`src/design/irlp_pkg.sv`:
```
// Shared constants, phase encoding and result type for the resolution line parser.
package irlp_pkg;

	localparam int unsigned ExtW = 31;
	localparam int unsigned AccW = ExtW + 4;

	localparam logic [7:0] ChPlus  = 8'h2B;
	localparam logic [7:0] ChMinus = 8'h2D;
	localparam logic [7:0] ChX     = 8'h58;
	localparam logic [7:0] ChY     = 8'h59;
	localparam logic [7:0] ChSp    = 8'h20;
	localparam logic [7:0] ChTab   = 8'h09;
	localparam logic [7:0] ChLf    = 8'h0A;
	localparam logic [7:0] ChCr    = 8'h0D;
	localparam logic [7:0] ChZero  = 8'h30;
	localparam logic [7:0] ChNine  = 8'h39;

	typedef enum logic [3:0] {
		PH_SIGN1   = 4'd0,
		PH_AXIS1   = 4'd1,
		PH_GAP1    = 4'd2,
		PH_BLANKS1 = 4'd3,
		PH_DIG1    = 4'd4,
		PH_SIGN2   = 4'd5,
		PH_AXIS2   = 4'd6,
		PH_GAP2    = 4'd7,
		PH_BLANKS2 = 4'd8,
		PH_DIG2    = 4'd9,
		PH_TAIL    = 4'd10
	} phase_t;

	typedef struct packed {
		logic            line_ok;
		logic            y_first;
		logic            x_up;
		logic            y_up;
		logic [ExtW-1:0] image_width;
		logic [ExtW-1:0] image_height;
	} res_t;

endpackage

```
`src/design/irlp_step.sv`:
```
// Parser state registers and the per-byte state update.
module irlp_step (
	input  logic                clk,
	input  logic                arst_n,
	input  logic                fire,
	input  logic [7:0]          char_byte,
	input  logic                line_end,
	output irlp_pkg::res_t      res
);

	irlp_pkg::phase_t                phase_q, ph_n;
	logic                            first_y_q, fy_n;
	logic                            first_plus_q, fp_n;
	logic                            second_plus_q, sp_n;
	logic [irlp_pkg::ExtW-1:0]       first_val_q, fv_n;
	logic [irlp_pkg::ExtW-1:0]       acc_q, acc_n;
	logic                            failed_q, fail_n;
	logic                            tail_q, tail_n;

	logic                            is_blank, is_digit, is_eol, is_sign, is_axis;
	logic [3:0]                      dig;
	logic [irlp_pkg::AccW-1:0]       acc_wide, prod;
	logic                            ok;

	assign is_blank = (char_byte == irlp_pkg::ChSp) || (char_byte == irlp_pkg::ChTab);
	assign is_eol   = (char_byte == irlp_pkg::ChCr) || (char_byte == irlp_pkg::ChLf);
	assign is_digit = (char_byte >= irlp_pkg::ChZero) && (char_byte <= irlp_pkg::ChNine);
	assign is_sign  = (char_byte == irlp_pkg::ChPlus) || (char_byte == irlp_pkg::ChMinus);
	assign is_axis  = (char_byte == irlp_pkg::ChX) || (char_byte == irlp_pkg::ChY);
	assign dig      = 4'(char_byte - irlp_pkg::ChZero);

	// acc*10 + digit, widened so overflow past the 31-bit extent shows in the top bits
	assign acc_wide = {4'b0, acc_q};
	assign prod     = (acc_wide << 3) + (acc_wide << 1) + {{(irlp_pkg::AccW-4){1'b0}}, dig};

	always_comb begin
		ph_n   = phase_q;
		fy_n   = first_y_q;
		fp_n   = first_plus_q;
		sp_n   = second_plus_q;
		fv_n   = first_val_q;
		acc_n  = acc_q;
		fail_n = failed_q;
		tail_n = tail_q;
		if (!failed_q) begin
			unique case (phase_q)
				irlp_pkg::PH_SIGN1: begin
					if (is_sign) begin
						fp_n = (char_byte == irlp_pkg::ChPlus);
						ph_n = irlp_pkg::PH_AXIS1;
					end else if (!is_blank) begin
						fail_n = 1'b1;
					end
				end
				irlp_pkg::PH_AXIS1: begin
					if (is_axis) begin
						fy_n = (char_byte == irlp_pkg::ChY);
						ph_n = irlp_pkg::PH_GAP1;
					end else begin
						fail_n = 1'b1;
					end
				end
				irlp_pkg::PH_AXIS2: begin
					if (is_axis && ((char_byte == irlp_pkg::ChY) != first_y_q)) begin
						ph_n = irlp_pkg::PH_GAP2;
					end else begin
						fail_n = 1'b1;
					end
				end
				irlp_pkg::PH_GAP1: begin
					if (is_blank) ph_n = irlp_pkg::PH_BLANKS1;
					else fail_n = 1'b1;
				end
				irlp_pkg::PH_GAP2: begin
					if (is_blank) ph_n = irlp_pkg::PH_BLANKS2;
					else fail_n = 1'b1;
				end
				irlp_pkg::PH_BLANKS1, irlp_pkg::PH_BLANKS2: begin
					if (is_digit) begin
						acc_n = {{(irlp_pkg::ExtW-4){1'b0}}, dig};
						ph_n  = (phase_q == irlp_pkg::PH_BLANKS1) ?
							irlp_pkg::PH_DIG1 : irlp_pkg::PH_DIG2;
					end else if (!is_blank) begin
						fail_n = 1'b1;
					end
				end
				irlp_pkg::PH_DIG1: begin
					if (is_digit) begin
						if (prod[irlp_pkg::AccW-1:irlp_pkg::ExtW] != '0) fail_n = 1'b1;
						else acc_n = prod[irlp_pkg::ExtW-1:0];
					end else if (acc_q == '0) begin
						fail_n = 1'b1;
					end else begin
						fv_n  = acc_q;
						acc_n = '0;
						if (is_sign) begin
							sp_n = (char_byte == irlp_pkg::ChPlus);
							ph_n = irlp_pkg::PH_AXIS2;
						end else if (is_blank) begin
							ph_n = irlp_pkg::PH_SIGN2;
						end else begin
							fail_n = 1'b1;
						end
					end
				end
				irlp_pkg::PH_SIGN2: begin
					if (is_sign) begin
						sp_n = (char_byte == irlp_pkg::ChPlus);
						ph_n = irlp_pkg::PH_AXIS2;
					end else if (!is_blank) begin
						fail_n = 1'b1;
					end
				end
				irlp_pkg::PH_DIG2: begin
					if (is_digit) begin
						if (prod[irlp_pkg::AccW-1:irlp_pkg::ExtW] != '0) fail_n = 1'b1;
						else acc_n = prod[irlp_pkg::ExtW-1:0];
					end else if ((acc_q == '0) || !(is_blank || is_eol)) begin
						fail_n = 1'b1;
					end else begin
						ph_n = irlp_pkg::PH_TAIL;
						if (is_eol) tail_n = 1'b1;
					end
				end
				irlp_pkg::PH_TAIL: begin
					if (is_eol) tail_n = 1'b1;
					else if (!(is_blank && !tail_q)) fail_n = 1'b1;
				end
				default: fail_n = 1'b1;
			endcase
		end
	end

	assign ok = !fail_n &&
		(((ph_n == irlp_pkg::PH_DIG2) && (acc_n != '0)) || (ph_n == irlp_pkg::PH_TAIL));

	always_comb begin
		res = '0;
		if (ok) begin
			res.line_ok = 1'b1;
			res.y_first = fy_n;
			if (!fy_n) begin
				res.x_up         = fp_n;
				res.y_up         = sp_n;
				res.image_width  = fv_n;
				res.image_height = acc_n;
			end else begin
				res.x_up         = sp_n;
				res.y_up         = fp_n;
				res.image_width  = acc_n;
				res.image_height = fv_n;
			end
		end
	end

	always_ff @(posedge clk or negedge arst_n) begin
		if (!arst_n) begin
			phase_q       <= irlp_pkg::PH_SIGN1;
			first_y_q     <= 1'b0;
			first_plus_q  <= 1'b0;
			second_plus_q <= 1'b0;
			first_val_q   <= '0;
			acc_q         <= '0;
			failed_q      <= 1'b0;
			tail_q        <= 1'b0;
		end else if (fire) begin
			if (line_end) begin
				// line done: start clean for the next one
				phase_q       <= irlp_pkg::PH_SIGN1;
				first_y_q     <= 1'b0;
				first_plus_q  <= 1'b0;
				second_plus_q <= 1'b0;
				first_val_q   <= '0;
				acc_q         <= '0;
				failed_q      <= 1'b0;
				tail_q        <= 1'b0;
			end else begin
				phase_q       <= ph_n;
				first_y_q     <= fy_n;
				first_plus_q  <= fp_n;
				second_plus_q <= sp_n;
				first_val_q   <= fv_n;
				acc_q         <= acc_n;
				failed_q      <= fail_n;
				tail_q        <= tail_n;
			end
		end
	end

endmodule

```
`src/design/image_resolution_line_parser_top.sv`:
```
// Top level of the HDR resolution line parser: input register, parser, result register.
// Takes one character of a resolution line per cycle on a valid/ready request channel and,
// for the character flagged line_end, gives one result holding line_ok, the axis order,
// both axis directions and the width and height (all zero when the line is malformed).
// Throughput is one character per clock, set by the parser state update (a 31-bit
// multiply-by-ten accumulate and compare), but a line_end character waits in the input
// register until the result register is free. The result is presented from the output
// register the cycle after the last character is parsed; the next line flows in meanwhile.
module image_resolution_line_parser_top (
	input  logic                            clk,
	input  logic                            arst_n,
	input  logic                            in_valid,
	output logic                            in_ready,
	input  logic [7:0]                      char_byte,
	input  logic                            line_end,
	output logic                            out_valid,
	input  logic                            out_ready,
	output logic                            line_ok,
	output logic                            y_first,
	output logic                            x_up,
	output logic                            y_up,
	output logic [irlp_pkg::ExtW-1:0]       image_width,
	output logic [irlp_pkg::ExtW-1:0]       image_height
);

	logic            valid_s1;
	logic [7:0]      char_s1;
	logic            end_s1;
	logic            out_valid_q;
	irlp_pkg::res_t  res, res_q;
	logic            out_free, adv;

	assign out_free = !out_valid_q || out_ready;
	// a last character only moves on when the result register can take its result
	assign adv      = valid_s1 && (!end_s1 || out_free);
	assign in_ready = !valid_s1 || adv;

	always_ff @(posedge clk or negedge arst_n) begin
		if (!arst_n) begin
			valid_s1 <= 1'b0;
		end else if (in_valid && in_ready) begin
			valid_s1 <= 1'b1;
		end else if (adv) begin
			valid_s1 <= 1'b0;
		end
	end

	always_ff @(posedge clk) begin
		if (in_valid && in_ready) begin
			char_s1 <= char_byte;
			end_s1  <= line_end;
		end
	end

	irlp_step u_step (
		.clk       (clk),
		.arst_n    (arst_n),
		.fire      (adv),
		.char_byte (char_s1),
		.line_end  (end_s1),
		.res       (res)
	);

	always_ff @(posedge clk or negedge arst_n) begin
		if (!arst_n) begin
			out_valid_q <= 1'b0;
		end else if (adv && end_s1) begin
			out_valid_q <= 1'b1;
		end else if (out_ready) begin
			out_valid_q <= 1'b0;
		end
	end

	always_ff @(posedge clk) begin
		if (adv && end_s1) res_q <= res;
	end

	assign out_valid    = out_valid_q;
	assign line_ok      = res_q.line_ok;
	assign y_first      = res_q.y_first;
	assign x_up         = res_q.x_up;
	assign y_up         = res_q.y_up;
	assign image_width  = res_q.image_width;
	assign image_height = res_q.image_height;

endmodule
```
`config.mk`:
```
export PLATFORM = sky130hd
export DESIGN_NAME = image_resolution_line_parser_top
export DESIGN_NICKNAME = d
export VERILOG_FILES = /design/src/design/irlp_pkg.sv /design/src/design/irlp_step.sv /design/src/design/image_resolution_line_parser_top.sv
export SDC_FILE = /design/constraint.sdc
export NUM_CORES = 1
export LEC_CHECK = 0
export CAP_MARGIN = 30
export CORE_ASPECT_RATIO = 0.6
export CORE_MARGIN = 2
export CORE_UTILIZATION = 60
export CTS_BUF_LIST = sky130_fd_sc_hd__clkbuf_2
export CTS_CLUSTER_SIZE = 25
export DETAILED_ROUTE_END_ITERATION = 10
export DONT_BUFFER_PORTS = 1
export PLACE_DENSITY = 0.87
export SYNTH_ARGS = -nofsm -noshare
export SYNTH_HDL_FRONTEND = slang
export SYNTH_HIERARCHICAL = 1
export SYNTH_SLANG_ARGS = --single-unit
```
`constraint.sdc`:
```
create_clock -name clk -period 12.3 [get_ports clk]
set_clock_uncertainty 0.05 [all_clocks]
set_input_delay 1.23 -clock clk [delete_from_list [all_inputs] [get_ports clk]]
set_output_delay 1.23 -clock clk [all_outputs]
set_load 0.1 [all_outputs]
```
Yosys cells after proc, flatten, opt, wreduce, memory -nomap -nowiden
Cells that the tools add are included.
{"block": "totals", "in_bits": 13, "output_inout_bits": 68, "elab_cells": 153, "regBits": 148}
{"block": "classes", "n_addsub": 3, "n_reduce_logical": 35, "n_eq_ne": 24, "mux": 71, "order_cmp": 2}
{"cell": "$mux 31", "n": 12}
{"cell": "$pmux 31 s3", "n": 1}
{"cell": "$mux 66", "n": 1}
{"cell": "$mux 4", "n": 16}
{"cell": "$mux 64", "n": 1}
{"cell": "$mux 1", "n": 36}
{"cell": "$pmux 4 s9", "n": 1}
{"cell": "$add 34x32->35", "n": 1}
{"cell": "$add 35x4->35", "n": 1}
{"cell": "$logic_not 31->1", "n": 1}
{"cell": "$reduce_bool 31->1", "n": 1}
{"cell": "$eq 8x4->1 const B", "n": 3}
{"cell": "$eq 8x6->1 const B", "n": 3}
{"cell": "$eq 4x4->1 const B", "n": 5}
{"cell": "$eq 4x3->1 const B", "n": 4}
{"cell": "$eq 8x7->1 const B", "n": 2}
{"cell": "$logic_or 1x1->1", "n": 10}
{"cell": "$eq 4x2->1 const B", "n": 2}
{"cell": "$ge 8x6->1 const B", "n": 1}
{"cell": "$le 8x6->1 const B", "n": 1}
{"cell": "$logic_and 1x1->1", "n": 8}
{"cell": "$pmux 1 s8", "n": 1}
{"cell": "$logic_not 1->1", "n": 6}
{"cell": "$ne 3x3->1 const B", "n": 2}
{"cell": "11 further kinds", "n": 15}

Logic depth before layout (Yosys ltp)
{"block": "depth", "ltp_word": 14, "depth_mapped": 21, "ltp_nobuf": 16}

Hierarchy
The synthesis kept the hierarchy.
{"mod": "irlp_step", "instances": 1, "cells_each": 966, "area_each_um2": 8084.0}
{"mod": "image_resolution_line_parser_top", "instances": 1, "cells_each": 85, "area_each_um2": 2369.8}

Least setup slack after synthesis
Ideal clock, no wire load.
{"block": "synth_path", "kind": "register to register", "startpoint": "register char_s1[3]", "endpoint": "register res_q, in the netlist line_ok, data pin", "required_time_ns": 11.999, "path_stages_with_launch": 21, "arrival_time_ns": 4.736, "slack_ns": 7.263, "cell_sequence": "edfxtp_1 > inv_1 > fa_1 > inv_1 > fa_1 > a21o_1 > a221oi_4 > o221ai_4 > a21boi_2 > a31oi_1 > xnor2_1 > or4_1 > buf_2 > mux2i_1 > or4b_1 > nor4_2 > and4_4 > buf_12 > buf_12 > nor2_1 > buf_4"}
{"item": "start, declared", "line": "image_resolution_line_parser_top.sv:27", "rtl": "logic [7:0] char_s1;"}
{"item": "start signal, assigned", "line": "image_resolution_line_parser_top.sv:50", "rtl": "char_s1 <= char_byte;"}
{"item": "end signal, assigned", "line": "image_resolution_line_parser_top.sv:75", "rtl": "if (adv && end_s1) res_q <= res;"}
{"item": "end, declared", "line": "image_resolution_line_parser_top.sv:30", "rtl": "irlp_pkg::res_t res, res_q;"}

Worst setup path in the final report
{"block": "layout_path", "startpoint": "register char_s1[2]", "endpoint": "register res_q, in the netlist image_height[21], data pin"}
{"block": "layout_between", "elab_chain_len": 13, "elab_cells_between_ends": 73}
{"item": "parallel branches: the longest is 13 deep, another holds $add 35x4->35"}
Parallel ways; which one is timed is not known.
A chain may end at the register's enable or synchronous reset.

==> run metrics <==
outcome=finished clean; dpl ws=5.823 ns; TritonCTS clock tree=done; leading area contributor after synthesis=edfxtp_1; Mapped Avg Cell Area=9.947 sq um; antenna cells=0; initial antenna violation count=0; Clock Power Share=0.306; pin count of the biggest net entering global routing=74; most frequent cell after synthesis=nor2_1; worst endpoint data arrival time=7.12 ns; vias in the first global route=8,204; post-cts sizing count=0; async set-reset flop share out of synthesis=0.4932; worst r2r dst=image_height[21]$_DFFE_PP_; setup TNS=0 ns; Worst Setup Slack, final=5.589 ns; # rows=37; post-route cell area=0.01074 sq mm; Die H=106.2 microns; post-route ant nets=0; Fmax=0.1490 GHz; fin. max-slew vios=0; CTS H-tree lvls=4; NetSw=0.3409 mW; Worst Tran Pin Value=1.188 ns; worst-skew pair later-pin latency=0.74 ns; Post-synth EDFFs=75; WS Path Type=reg -> reg; VDD IR max=0.00005203 V; placed cell areas=0.01046 sq mm; Mapped Cells=1,051; Seq cells post-synth=148; Startpoint Class=register; DR DRC count=0; Reg2Reg Depth=15; clock buffer depth=2; Syn Nets=1,127; post-layout min period=6.711 ns; Pleak=4.384 nW; via count=9,196; DIE AREA=0.01853 sq mm; Post-Synthesis Cell Area=0.01045 sq mm; Clock Tree Root=clkbuf_2; core area=0.01708 sq mm; switching share of power=0.3425; P&R area growth vs syn=2.693%; Post-CTS Setup Repair Bufs=0; first-pass GRT wire length=48,070 microns; Worst R2R Setup Slack=5.59 ns; fin nets=1,077; initial core utilization=0.6120; top cells by count, synth=117 x nor2_1, 77 x nand2_1, 75 x edfxtp_1; power share of the sequential group=0.619; total grt overflow=0; share of layout cells above drive strength 1=0.1124; routability cong.=1.045; DR vias/cell=7.369; io pins=81; crit path max fanout=66; Overall Power=0.9951 mW; MaxCap Viol Count=0; Setup crit end kind=register; top cell type's share of synthesized area=0.2154; WL per Instance=25.00 microns; Max-slew headroom=0.1953; Yosys cell types=91; reg2reg start=char_s1[2]$_DFFE_PP_; Initial DRC Count=1,633; Die Wd=174.4 microns; First-pass DRT Iterations=8; Routed WL=31,200 microns; Port Buffer Count=0; Fin. Hold Viols=0; hold buffer count at cts=0; largest cells by area after synthesis=edfxtp_1 22%, dfrtp_1 17%, ha_1 7.3%; Critical Path Sink=image_height[21]$_DFFE_PP_; CP required=12.71 ns; PwrDens=92.69 mW/mm^2; CTS Sinks=148; hold_ws=0.07050 ns; Final setup viols=0; final worst path period share=0.5456; Synth Flop Type=edfxtp_1; Internal Dissipation=0.6542 mW; Min-Delay Path Class=in -> async; TritonCTS Buffers=17; synth warn=6; Seq/Total Area, Yosys=0.3902; Logic pwr share=0.075; RSZ-0062 raised after global routing=false; Reg clk slew, reported paths=0.26 ns; GRT Total Usage=0.3386; CP Launch Point=char_s1[2]$_DFFE_PP_; dpl hpwl=22,900 microns
==> power by group through the flow <==
stage	Clock (mW)	Combinational [mW]	Sequential, mW
6_report	0.304	0.0750	0.616
5_1_grt	0.326	0.0793	0.618
4_1_cts	0.306	0.0731	0.616
2_1_floorplan	0	0.0835	0.618
3_5_place_dp	0	0.0728	0.625
3_3_place_gp	0	0.0704	0.625
==> stage by stage <==
| step | cells | utilization |
|---|---|---|
| final | 1248 | 0.6284 |
| after global routing | 1248 | 0.6284 |
| after CTS | 1247 | 0.6273 |
| after detailed placement | 1215 | 0.6120 |
| after global placement | 1214 | 0.6104 |
| after floorplan | 1051 | - |
==> layout by cell type, fill, tap and decap left out, types with 8 or more instances in the layout <==
cell,count
a2111oi_0,26
a2111oi_2,38
a21o_1,15
a21oi_1,72
a22o_1,73
a31oi_1,13
and3_1,9
buf_4,10
clkbuf_2,18
dfrtp_1,73
edfxtp_1,75
ha_1,61
inv_1,24
mux2i_1,27
nand2_1,77
nand2b_1,10
nand3_1,10
nand4_1,10
nor2_1,114
nor3_1,18
nor4_1,17
o21a_1,8
o21ai_0,41
xnor2_1,19
xor2_1,15
==> kinds of logic (layout without fill, tap and decap cells) <==
family                     after synthesis  count (layout)  share of synthesized area
AOI/OAI and AO/OA                      355             355                     0.2765
xor gates and xnor gates                34              34                    0.02849
adders and majority gates               63              63                    0.07684
buffers and inverters                  105              68                    0.04991
DFF                                    148             148                     0.3902
muxes                                   30              30                    0.02896
and+or+nand+nor                        316             316                     0.1491
==> registers in the layout, indices dropped and copies added (netlist names), 4 cells and up <==
| register | count |
|---|---|
| image_height | 31 |
| image_width | 31 |
| u_step/first_val_q | 31 |
| u_step/acc_q | 31 |
| u_step/phase_q | 4 |
| char_s1 | 8 |
==> critical path: stages (launching register included) <==
cell	delay, ns
edfxtp_1	0.62
ha_1	0.38
ha_1	0.24
fa_1	0.48
a21o_1	0.21
a221oi_4	0.34
o221ai_4	0.19
a21boi_2	0.23
a31oi_1	0.12
xnor2_1	0.22
or4_1	0.83
o21a_1	0.55
o2bb2ai_1	0.30
a2111oi_0	0.47
and4_4	0.93
a2111oi_0	0.18
==> area by class of cell <==
cell class	count	area [sq um]
Tap cell	234	292.8
Multi-Input combinational cell	798	5891
Sequential cell	148	4079
Clock inverter	14	170.2
Inverter	24	90.09
Timing Repair Buffer	12	122.6
Fill cell	1325	6347
Clock buffer	18	90.09
==> layer usage <==
layer  routed length (microns)  track usage
met5                         0            0
met4                       410      0.06843
met3                      5392       0.1209
met2                     11510       0.4152
met1                     13890       0.5514
==> how the worst min path moves through the flow <==
stage	depth (start not counted)	to	start	slack [ns]
6_report	0	valid_s1$_DFFE_PN0P_	arst_n	0.07
5_1_grt	0	out_valid$_DFFE_PN0P_	arst_n	0.02
4_1_cts	0	valid_s1$_DFFE_PN0P_	arst_n	0.02
3_5_place_dp	1	u_step/first_val_q[23]$_DFFE_PN0P_	u_step/first_val_q[23]$_DFFE_PN0P_	0.43
3_3_place_gp	1	u_step/first_val_q[10]$_DFFE_PN0P_	u_step/first_val_q[10]$_DFFE_PN0P_	0.43
2_1_floorplan	1	u_step/first_val_q[4]$_DFFE_PN0P_	u_step/first_val_q[4]$_DFFE_PN0P_	0.42
Note: power is estimated with default switching activity, not from simulation.
